===== config.mk =====
export PLATFORM = sky130hd
export DESIGN_NAME = three_wire_register_access_master
export DESIGN_NICKNAME = d
export VERILOG_FILES = /design/src/sv/twrm_pkg.sv /design/src/sv/twrm_seq.sv /design/src/sv/twrm_out_reg.sv /design/src/sv/three_wire_register_access_master.sv
export SDC_FILE = /design/constraint.sdc
export NUM_CORES = 1
export LEC_CHECK = 0
export BUFFER_PORTS_ARGS = -buffer_cell sky130_fd_sc_hd__buf_2
export CAP_MARGIN = 30
export CORE_ASPECT_RATIO = 0.9
export CORE_MARGIN = 2
export CORE_UTILIZATION = 58
export CTS_BUF_LIST = sky130_fd_sc_hd__clkbuf_4
export DETAILED_ROUTE_END_ITERATION = 12
export PLACE_DENSITY_LB_ADDON = 0.25
export SLEW_MARGIN = 20
export SYNTH_ARGS = -nofsm -noshare
export SYNTH_HDL_FRONTEND = slang
export SYNTH_SLANG_ARGS = --single-unit

===== constraint.sdc =====
create_clock -name clk -period 5.5 [get_ports clk]
set_input_delay 0.275 -clock clk [delete_from_list [all_inputs] [get_ports clk]]
set_output_delay 0.275 -clock clk [all_outputs]
set_load 0.005 [all_outputs]

===== src/sv/twrm_pkg.sv =====
`timescale 1ns / 1ps

package twrm_pkg;

    // Command codes carried in the request's command field.
    localparam logic [2:0] CMD_READ_WORD   = 3'd0;
    localparam logic [2:0] CMD_WRITE_WORD  = 3'd1;
    localparam logic [2:0] CMD_READ_BIT    = 3'd2;
    localparam logic [2:0] CMD_WRITE_BIT   = 3'd3;
    localparam logic [2:0] CMD_READ_FIELD  = 3'd4;
    localparam logic [2:0] CMD_WRITE_FIELD = 3'd5;

    // Top address bit marks a read frame.
    localparam logic [7:0] ADDR_READ_FLAG = 8'h80;

    localparam logic [4:0] ADDR_BITS = 5'd8;
    localparam logic [4:0] DATA_BITS = 5'd16;

    typedef enum logic [3:0] {
        PH_IDLE   = 4'd0,
        PH_ADDR_R = 4'd1,
        PH_RDATA  = 4'd2,
        PH_GAP    = 4'd3,
        PH_ADDR_W = 4'd4,
        PH_WDATA  = 4'd5,
        PH_FINISH = 4'd6
    } twrm_phase_t;

    typedef struct packed {
        logic        start_req;
        logic [2:0]  command;
        logic [1:0]  device;
        logic [6:0]  reg_addr;
        logic [3:0]  bit_pos;
        logic [4:0]  field_length;
        logic [15:0] write_data;
        logic        sdat_in;
    } twrm_req_t;

    typedef struct packed {
        logic [3:0]  cs_n;
        logic        sclk;
        logic        sdat_out;
        logic        sdat_oe;
        logic        busy_res;
        logic        done_res;
        logic [15:0] read_data;
        logic        status;
    } twrm_res_t;

endpackage


===== src/sv/twrm_seq.sv =====
`timescale 1ns / 1ps

module twrm_seq
    import twrm_pkg::*;
#(
    parameter int NUM_DEVICES = 4
)
(
    input  logic      clk,
    input  logic      rst_n,
    input  logic      step,
    input  twrm_req_t req,
    output twrm_res_t res
);

    twrm_phase_t phase_reg, phase_next, cur_phase;
    logic [4:0]  cnt_reg, cnt_next, cur_cnt;
    logic        half_reg, half_next, cur_half;
    logic [7:0]  addr_reg, addr_next, cur_addr;
    logic [15:0] data_reg, data_next, cur_data;
    logic [15:0] capt_reg, capt_next;
    logic [2:0]  kind_reg, kind_next, cur_kind;
    logic [1:0]  dev_reg, dev_next, cur_dev;
    logic [3:0]  pos_reg, pos_next, cur_pos;
    logic [4:0]  len_reg, len_next, cur_len;
    logic [15:0] pend_reg, pend_next, cur_pend;
    logic        de_reg, de_next, cur_de;

    logic        bad;
    logic        acc_done;
    logic        acc_status;
    logic [15:0] shift_in;
    logic [4:0]  cnt_inc;

    function automatic logic [3:0] field_lsb(input logic [3:0] pos, input logic [4:0] len);
        field_lsb = pos - len[3:0] + 4'd1;
    endfunction

    function automatic logic [15:0] field_mask(input logic [3:0] pos, input logic [4:0] len);
        logic [4:0]  n;
        logic [16:0] ones;
        n          = (len > 5'd16) ? 5'd16 : len;
        ones       = (17'd1 << n) - 17'd1;
        field_mask = ones[15:0] << field_lsb(pos, len);
    endfunction

    function automatic logic [15:0] modify_word(input logic [15:0] w, input logic [2:0] kind,
                                                input logic [3:0] pos, input logic [4:0] len,
                                                input logic [15:0] pend);
        logic [15:0] bit_sel;
        logic [15:0] mask;
        bit_sel = 16'd1 << pos;
        mask    = field_mask(pos, len);
        if (kind == CMD_WRITE_BIT)
        begin
            modify_word = (pend != 16'd0) ? (w | bit_sel) : (w & ~bit_sel);
        end
        else
        begin
            modify_word = (w & ~mask) | ((pend << field_lsb(pos, len)) & mask);
        end
    endfunction

    // Request acceptance: a valid start while idle loads the command registers; a bad one reports done with status.
    always_comb
    begin
        cur_phase  = phase_reg;
        cur_cnt    = cnt_reg;
        cur_half   = half_reg;
        cur_addr   = addr_reg;
        cur_data   = data_reg;
        cur_kind   = kind_reg;
        cur_dev    = dev_reg;
        cur_pos    = pos_reg;
        cur_len    = len_reg;
        cur_pend   = pend_reg;
        cur_de     = de_reg;
        acc_done   = 1'b0;
        acc_status = 1'b0;
        bad = (req.command > CMD_WRITE_FIELD)
           || (int'(req.device) >= NUM_DEVICES)
           || ((req.command inside {CMD_READ_FIELD, CMD_WRITE_FIELD})
               && ((req.field_length == 5'd0)
                   || (req.field_length > ({1'b0, req.bit_pos} + 5'd1))));
        if ((phase_reg == PH_IDLE) && req.start_req)
        begin
            if (bad)
            begin
                acc_done   = 1'b1;
                acc_status = 1'b1;
            end
            else
            begin
                cur_kind = req.command;
                cur_dev  = req.device;
                cur_pos  = req.bit_pos;
                cur_len  = req.field_length;
                cur_pend = req.write_data;
                cur_cnt  = 5'd0;
                cur_half = 1'b0;
                cur_de   = 1'b1;
                if (req.command == CMD_WRITE_WORD)
                begin
                    cur_addr  = {1'b0, req.reg_addr};
                    cur_data  = req.write_data;
                    cur_phase = PH_ADDR_W;
                end
                else
                begin
                    cur_addr  = ADDR_READ_FLAG | {1'b0, req.reg_addr};
                    cur_phase = PH_ADDR_R;
                end
            end
        end
    end

    assign shift_in = {cur_data[14:0], req.sdat_in};
    assign cnt_inc  = cur_cnt + 5'd1;

    // Next state of the sequencer.
    always_comb
    begin
        phase_next = cur_phase;
        cnt_next   = cur_cnt;
        half_next  = cur_half;
        addr_next  = cur_addr;
        data_next  = cur_data;
        capt_next  = capt_reg;
        kind_next  = cur_kind;
        dev_next   = cur_dev;
        pos_next   = cur_pos;
        len_next   = cur_len;
        pend_next  = cur_pend;
        de_next    = cur_de;
        case (cur_phase)
            PH_IDLE:
            begin
            end
            PH_ADDR_R, PH_ADDR_W:
            begin
                if (cur_half)
                begin
                    cnt_next = cnt_inc;
                    if (cnt_inc >= ADDR_BITS)
                    begin
                        cnt_next = 5'd0;
                        if (cur_phase == PH_ADDR_R)
                        begin
                            phase_next = PH_RDATA;
                            de_next    = 1'b0;
                            data_next  = 16'd0;
                        end
                        else
                        begin
                            phase_next = PH_WDATA;
                        end
                    end
                end
                half_next = ~cur_half;
            end
            PH_RDATA:
            begin
                if (cur_half)
                begin
                    data_next = shift_in;
                    cnt_next  = cnt_inc;
                    if (cnt_inc >= DATA_BITS)
                    begin
                        cnt_next  = 5'd0;
                        capt_next = shift_in;
                        de_next   = 1'b1;
                        if ((cur_kind == CMD_WRITE_BIT) || (cur_kind == CMD_WRITE_FIELD))
                        begin
                            data_next  = modify_word(shift_in, cur_kind, cur_pos, cur_len,
                                                     cur_pend);
                            addr_next  = cur_addr & ~ADDR_READ_FLAG;
                            phase_next = PH_GAP;
                        end
                        else
                        begin
                            phase_next = PH_FINISH;
                        end
                    end
                end
                half_next = ~cur_half;
            end
            PH_GAP:
            begin
                cnt_next   = 5'd0;
                half_next  = 1'b0;
                phase_next = PH_ADDR_W;
            end
            PH_WDATA:
            begin
                if (cur_half)
                begin
                    cnt_next = cnt_inc;
                    if (cnt_inc >= DATA_BITS)
                    begin
                        cnt_next   = 5'd0;
                        phase_next = PH_FINISH;
                    end
                end
                half_next = ~cur_half;
            end
            PH_FINISH:
            begin
                phase_next = PH_IDLE;
            end
            default:
            begin
                phase_next = PH_IDLE;
            end
        endcase
    end

    // Pin levels and completion report for this tick.
    always_comb
    begin
        res.cs_n      = 4'hF;
        res.sclk      = 1'b1;
        res.sdat_out  = 1'b1;
        res.sdat_oe   = cur_de;
        res.busy_res  = 1'b0;
        res.done_res  = acc_done;
        res.read_data = 16'd0;
        res.status    = acc_status;
        case (cur_phase)
            PH_ADDR_R, PH_ADDR_W:
            begin
                res.cs_n     = ~(4'd1 << cur_dev);
                res.busy_res = 1'b1;
                res.sclk     = cur_half;
                res.sdat_out = cur_addr[~cur_cnt[2:0]];
            end
            PH_RDATA:
            begin
                res.cs_n     = ~(4'd1 << cur_dev);
                res.busy_res = 1'b1;
                res.sclk     = cur_half;
            end
            PH_GAP:
            begin
                res.busy_res = 1'b1;
            end
            PH_WDATA:
            begin
                res.cs_n     = ~(4'd1 << cur_dev);
                res.busy_res = 1'b1;
                res.sclk     = cur_half;
                res.sdat_out = cur_data[~cur_cnt[3:0]];
            end
            PH_FINISH:
            begin
                res.done_res = 1'b1;
                case (cur_kind)
                    CMD_READ_WORD:  res.read_data = capt_reg;
                    CMD_READ_BIT:   res.read_data = capt_reg & (16'd1 << cur_pos);
                    CMD_READ_FIELD: res.read_data = (capt_reg & field_mask(cur_pos, cur_len))
                                                    >> field_lsb(cur_pos, cur_len);
                    default:        res.read_data = 16'd0;
                endcase
            end
            default:
            begin
            end
        endcase
    end

    always_ff @(posedge clk or negedge rst_n)
    begin
        if (!rst_n)
        begin
            phase_reg <= PH_IDLE;
            cnt_reg   <= 5'd0;
            half_reg  <= 1'b0;
            addr_reg  <= 8'd0;
            data_reg  <= 16'd0;
            capt_reg  <= 16'd0;
            kind_reg  <= 3'd0;
            dev_reg   <= 2'd0;
            pos_reg   <= 4'd0;
            len_reg   <= 5'd0;
            pend_reg  <= 16'd0;
            de_reg    <= 1'b1;
        end
        else if (step)
        begin
            phase_reg <= phase_next;
            cnt_reg   <= cnt_next;
            half_reg  <= half_next;
            addr_reg  <= addr_next;
            data_reg  <= data_next;
            capt_reg  <= capt_next;
            kind_reg  <= kind_next;
            dev_reg   <= dev_next;
            pos_reg   <= pos_next;
            len_reg   <= len_next;
            pend_reg  <= pend_next;
            de_reg    <= de_next;
        end
    end

    // The data line stays released for the whole read data phase.
    assert property (@(posedge clk) disable iff (!rst_n)
        (step && (phase_reg == PH_RDATA)) |-> !res.sdat_oe)
        else $error("data line driven during read data phase");

    // A finish tick always returns the sequencer to idle.
    assert property (@(posedge clk) disable iff (!rst_n)
        (step && (phase_reg == PH_FINISH)) |=> (phase_reg == PH_IDLE))
        else $error("sequencer did not return to idle after finish");

    // A rejection is only ever reported on a start taken while idle.
    assert property (@(posedge clk) disable iff (!rst_n)
        (step && res.status) |-> ((phase_reg == PH_IDLE) && req.start_req && res.done_res))
        else $error("rejection reported outside a start while idle");

    // The gap between frames deselects every device but stays busy.
    assert property (@(posedge clk) disable iff (!rst_n)
        (step && (phase_reg == PH_GAP)) |-> ((res.cs_n == 4'hF) && res.busy_res))
        else $error("gap tick with a device selected or not busy");

endmodule


===== src/sv/twrm_out_reg.sv =====
`timescale 1ns / 1ps

module twrm_out_reg
    import twrm_pkg::*;
(
    input  logic      clk,
    input  logic      rst_n,
    input  logic      load,
    input  twrm_res_t res_in,
    input  logic      out_ready,
    output logic      space,
    output logic      out_valid,
    output twrm_res_t out_data
);

    logic      valid_reg;
    twrm_res_t data_reg;

    // A new result may enter whenever the held one is gone or leaves now.
    assign space     = !valid_reg || out_ready;
    assign out_valid = valid_reg;
    assign out_data  = data_reg;

    always_ff @(posedge clk or negedge rst_n)
    begin
        if (!rst_n)
        begin
            valid_reg <= 1'b0;
        end
        else if (load)
        begin
            valid_reg <= 1'b1;
        end
        else if (out_ready)
        begin
            valid_reg <= 1'b0;
        end
    end

    always_ff @(posedge clk)
    begin
        if (load)
        begin
            data_reg <= res_in;
        end
    end

endmodule


===== src/sv/three_wire_register_access_master.sv =====
`timescale 1ns / 1ps

// Three-wire register access master with one active-low chip select per device, a serial
// clock and a shared data line, offering word, bit and field reads and writes. Every
// request on the input channel is one bus tick: it carries the start fields and the level
// sampled on the data line, and it produces exactly one result carrying the pin levels for
// that tick together with busy, done, read data and status. One request is taken per clock
// cycle; its result appears in the output register on the next cycle, and in_ready stays
// high unless that register holds a result which is not being taken. A start request is
// only honoured while idle. A plain read or write frame spans 48 ticks plus one done tick;
// bit and field writes run a read frame, one gap tick and then a write frame. Rejected
// requests (unknown command, missing device, or a field whose length is zero or exceeds
// the bit position plus one) report done with status set on the tick they arrive.

module three_wire_register_access_master
    import twrm_pkg::*;
#(
    parameter int NUM_DEVICES = 4
)
(
    input  logic      clk,
    input  logic      rst_n,
    input  logic      in_valid,
    output logic      in_ready,
    input  twrm_req_t in_data,
    output logic      out_valid,
    input  logic      out_ready,
    output twrm_res_t out_data
);

    logic      accept;
    logic      space;
    twrm_res_t step_res;

    // The sequencer advances exactly once for every request that is taken.
    assign in_ready = space;
    assign accept   = in_valid && space;

    twrm_seq #(
        .NUM_DEVICES (NUM_DEVICES)
    ) u_seq (
        .clk   (clk),
        .rst_n (rst_n),
        .step  (accept),
        .req   (in_data),
        .res   (step_res)
    );

    // The result register holds each result until it is taken; while a held result waits on a
    // stalled consumer, in_ready is low and no new request is taken.
    twrm_out_reg u_out_reg (
        .clk       (clk),
        .rst_n     (rst_n),
        .load      (accept),
        .res_in    (step_res),
        .out_ready (out_ready),
        .space     (space),
        .out_valid (out_valid),
        .out_data  (out_data)
    );

endmodule

==> reports/qor.txt <==
Outcome -> finished clean
Port Buffers -> 70
Hold Crit Depth -> 2
Max reg flops -> 26
Setup Crit Path Kind -> primary input to flop
Maximum capacitance violations -> 0
NumNets Final -> 1372
Grt ovf -> 0
Yosys cell types -> 91
Final setup margin -> 0.3992 ns
Most numerous cell in the Yosys netlist -> nand2_1
Crit path max-delay family -> compound AO/OA/AOI/OAI gates
I/O pin count -> 71
Worst Hold End -> u_seq.pos_reg[0]
Crit-path most repeated cell -> buf_4
RSZ-0062 raised after global routing -> no
Crit path launch type -> primary input
Number of flops mapped to enable cells by yosys -> 26
Net count after synthesis -> 1266
Die Wd -> 142.0 um
Layout cells sized above 1 -> 22.79%
Cell row count -> 45
Tcrit/Tclk final -> 92.74%
CP required -> 5.79 ns
Synth area leaders -> dfrtp_1, edfxtp_1, mux2i_1
Placed Instances -> 1506
FF-to-FF End -> u_out_reg.out_data[1]
Cells after Synth -> 1210
Final setup violation count -> 0
Critical Path End Type -> flop
# DRC -> 0
Core ar. -> 0.01683 mm^2
Clk slew on worst S/H paths -> 0.21 ns
Cells on worst reg2reg path -> 20
Hold Violations, Final -> 0
Multi-input logic area -> 0.006654 mm^2
Die footprint -> 0.01821 mm^2
Final ANT Viol Nets -> 0
CTS buffer count -> 9
Final cell count without fillers -> 1534
Initial DRC count -> 1699
CTS tree -> built
Seq/Total Area, Yosys -> 28.50%
Post-detail-place hpwl -> 27.69 mm
Post-synth top area share -> 20.39%
Setup Buffers After CTS -> 0
CP arrival -> 5.39 ns
FILL cells -> 1428
Register area -> 0.002834 mm^2
Worst Min Path Start -> in_data[22]
Final WL -> 36.73 mm
Min Tclk post-route -> 5.101 ns
R2r startpoint -> u_seq.phase_reg[3]
Max incr delay on CP -> 0.54 ns
WP buf/inv -> 5
Initial Utilization -> 59.06%
Worst-Skew Late Latency -> 0.52 ns
H-tree depth -> 3
Top cells by count, synth -> nand2_1, nor2_1, o21ai_0, a21oi_1, dfrtp_1
Hold Crit Class -> primary input to flop
Worst Path Max Fanout -> 13
Largest net degree at the start of global routing -> 74
First drt pass iteration count -> 8
Post-Place Worst Slack -> -0.1392 ns
Synth warn -> 0
First-pass GRT wire length -> 57.89 mm
Crit path from -> in_data[22]
Vias in the first global route -> 10060
Mapped cell area -> 0.009943 mm^2
Via/cell ratio -> 7.085
Worst rel slew slack -> 44.50%
CTS Sinks -> 108
Die Span Y -> 128.2 um
Via count -> 10870
Global placement routability congestion -> 1.040
Clk_skew -> 0.03380 ns
Root Driver -> clkbuf_4
Slew Limit Fails -> 0
Crit path max-delay cell type -> mux4_2
Max Buffers Root-to-Sink -> 2
GRT Total Usage -> 41.14%
Area delta synth->final -> 14.21%
FF+latch count, synth -> 108
F_max -> 196.0 MHz
Initial antenna violation count -> 1
Tightest Pin Transition -> 0.8093 ns
Wirelength per Cell -> 23.95 um
Mean area per synthesized cell -> 8.218 um^2
Yosys top cell by area -> dfrtp_1
Worst R2R Setup Slack -> 0.42 ns
Synth Flop Type -> dfrtp_1
Asr flop ratio synth -> 75.93%
==> layer usage <==
metal	part of all wire, %	track usage, %	wire (um)	vias to the layer above
met2	44	62.94	16150	800
met4	4.6	16.65	1699	0
met3	11	7.060	4114	130
met1	40	58.22	14770	5142
met5	0	0	0	-
li1	-	-	-	4797
==> per-stage QoR <==
stage / cell area, um^2 / util [%] / hold slack (ns) / TNS [ns]
after detailed placement: 11090 / 65.89 / 0.1197 / -0.5162
after global placement: 11070 / 65.77 / 0.1128 / -0.2014
after CTS: 11320 / 67.25 / 0.02024 / 0
final: 11360 / 67.45 / 0.03933 / 0
after global routing: 11360 / 67.45 / 0.03039 / 0
after floorplan: 10000 / - / -0.02059 / 0
==> cell usage in the layout, fill, tap and decap left out, types with 23 or more instances in the layout <==
cell type / count
mux2i_1: 59
nand2_1: 142
edfxtp_1: 26
mux4_2: 23
o21ai_0: 83
mux2_2: 51
a21oi_1: 81
buf_4: 104
nor2_1: 104
nand3_1: 61
inv_1: 29
buf_2: 69
nor3_1: 28
dfrtp_1: 81
==> repair_timing <==
action / 4_1_cts / 5_1_grt
hold endpoints to repair: 17 / 0
gates resized for setup: 0 / 1
setup endpoints to repair: 0 / 1
hold buffers: 9 / 0
==> logic make-up (layout without fill, tap and decap cells) <==
logic type,after synthesis,in the layout,synth area share (%)
xor+xnor,15,15,1.321
fa+ha+maj,14,14,1.812
other cells,0,2,0
simple gates,461,461,22.31
flops,108,108,28.50
buf+inv,124,235,5.084
mux,135,135,17.29
compound gates,353,353,23.68
==> worst reg2reg max path, delay by kind of cell, from the launching register on <==
| family | cells | cell delay (ns) |
|---|---|---|
| AO/OA/AOI/OAI | 6 | 1.46 |
| XOR/XNOR | 2 | 0.64 |
| adder cells (fa/ha/maj) | 3 | 0.83 |
| buffers and inverters | 4 | 0.69 |
| flip-flops | 1 | 0.52 |
| AND/OR/NAND/NOR | 5 | 0.78 |
==> worst max path at each step <==
stage	to	slack (ns)	cells after the start
6_report	u_out_reg.out_data[11]	0.40	25
5_1_grt	u_out_reg.out_data[1]	0.03	20
4_1_cts	u_out_reg.out_data[12]	0.39	25
3_5_place_dp	u_out_reg.out_data[12]	-0.14	25
3_3_place_gp	u_out_reg.out_data[11]	-0.09	25
2_1_floorplan	u_out_reg.out_data[12]	0.004	25
==> layout make-up <==
cell class | count | share of cell area [%]
multi-input cells | 978 | 58.59
flip-flops and latches | 108 | 24.96
repair buffers | 188 | 11.83
well taps | 211 | 2.325
inverters | 31 | 1.025
clock inverters | 7 | 0.6280
clock buffers | 9 | 0.5950
diodes | 2 | 0.04407
Power is not shown: default switching activity piles up to over one toggle a cycle in this logic, so the estimate is an artifact.
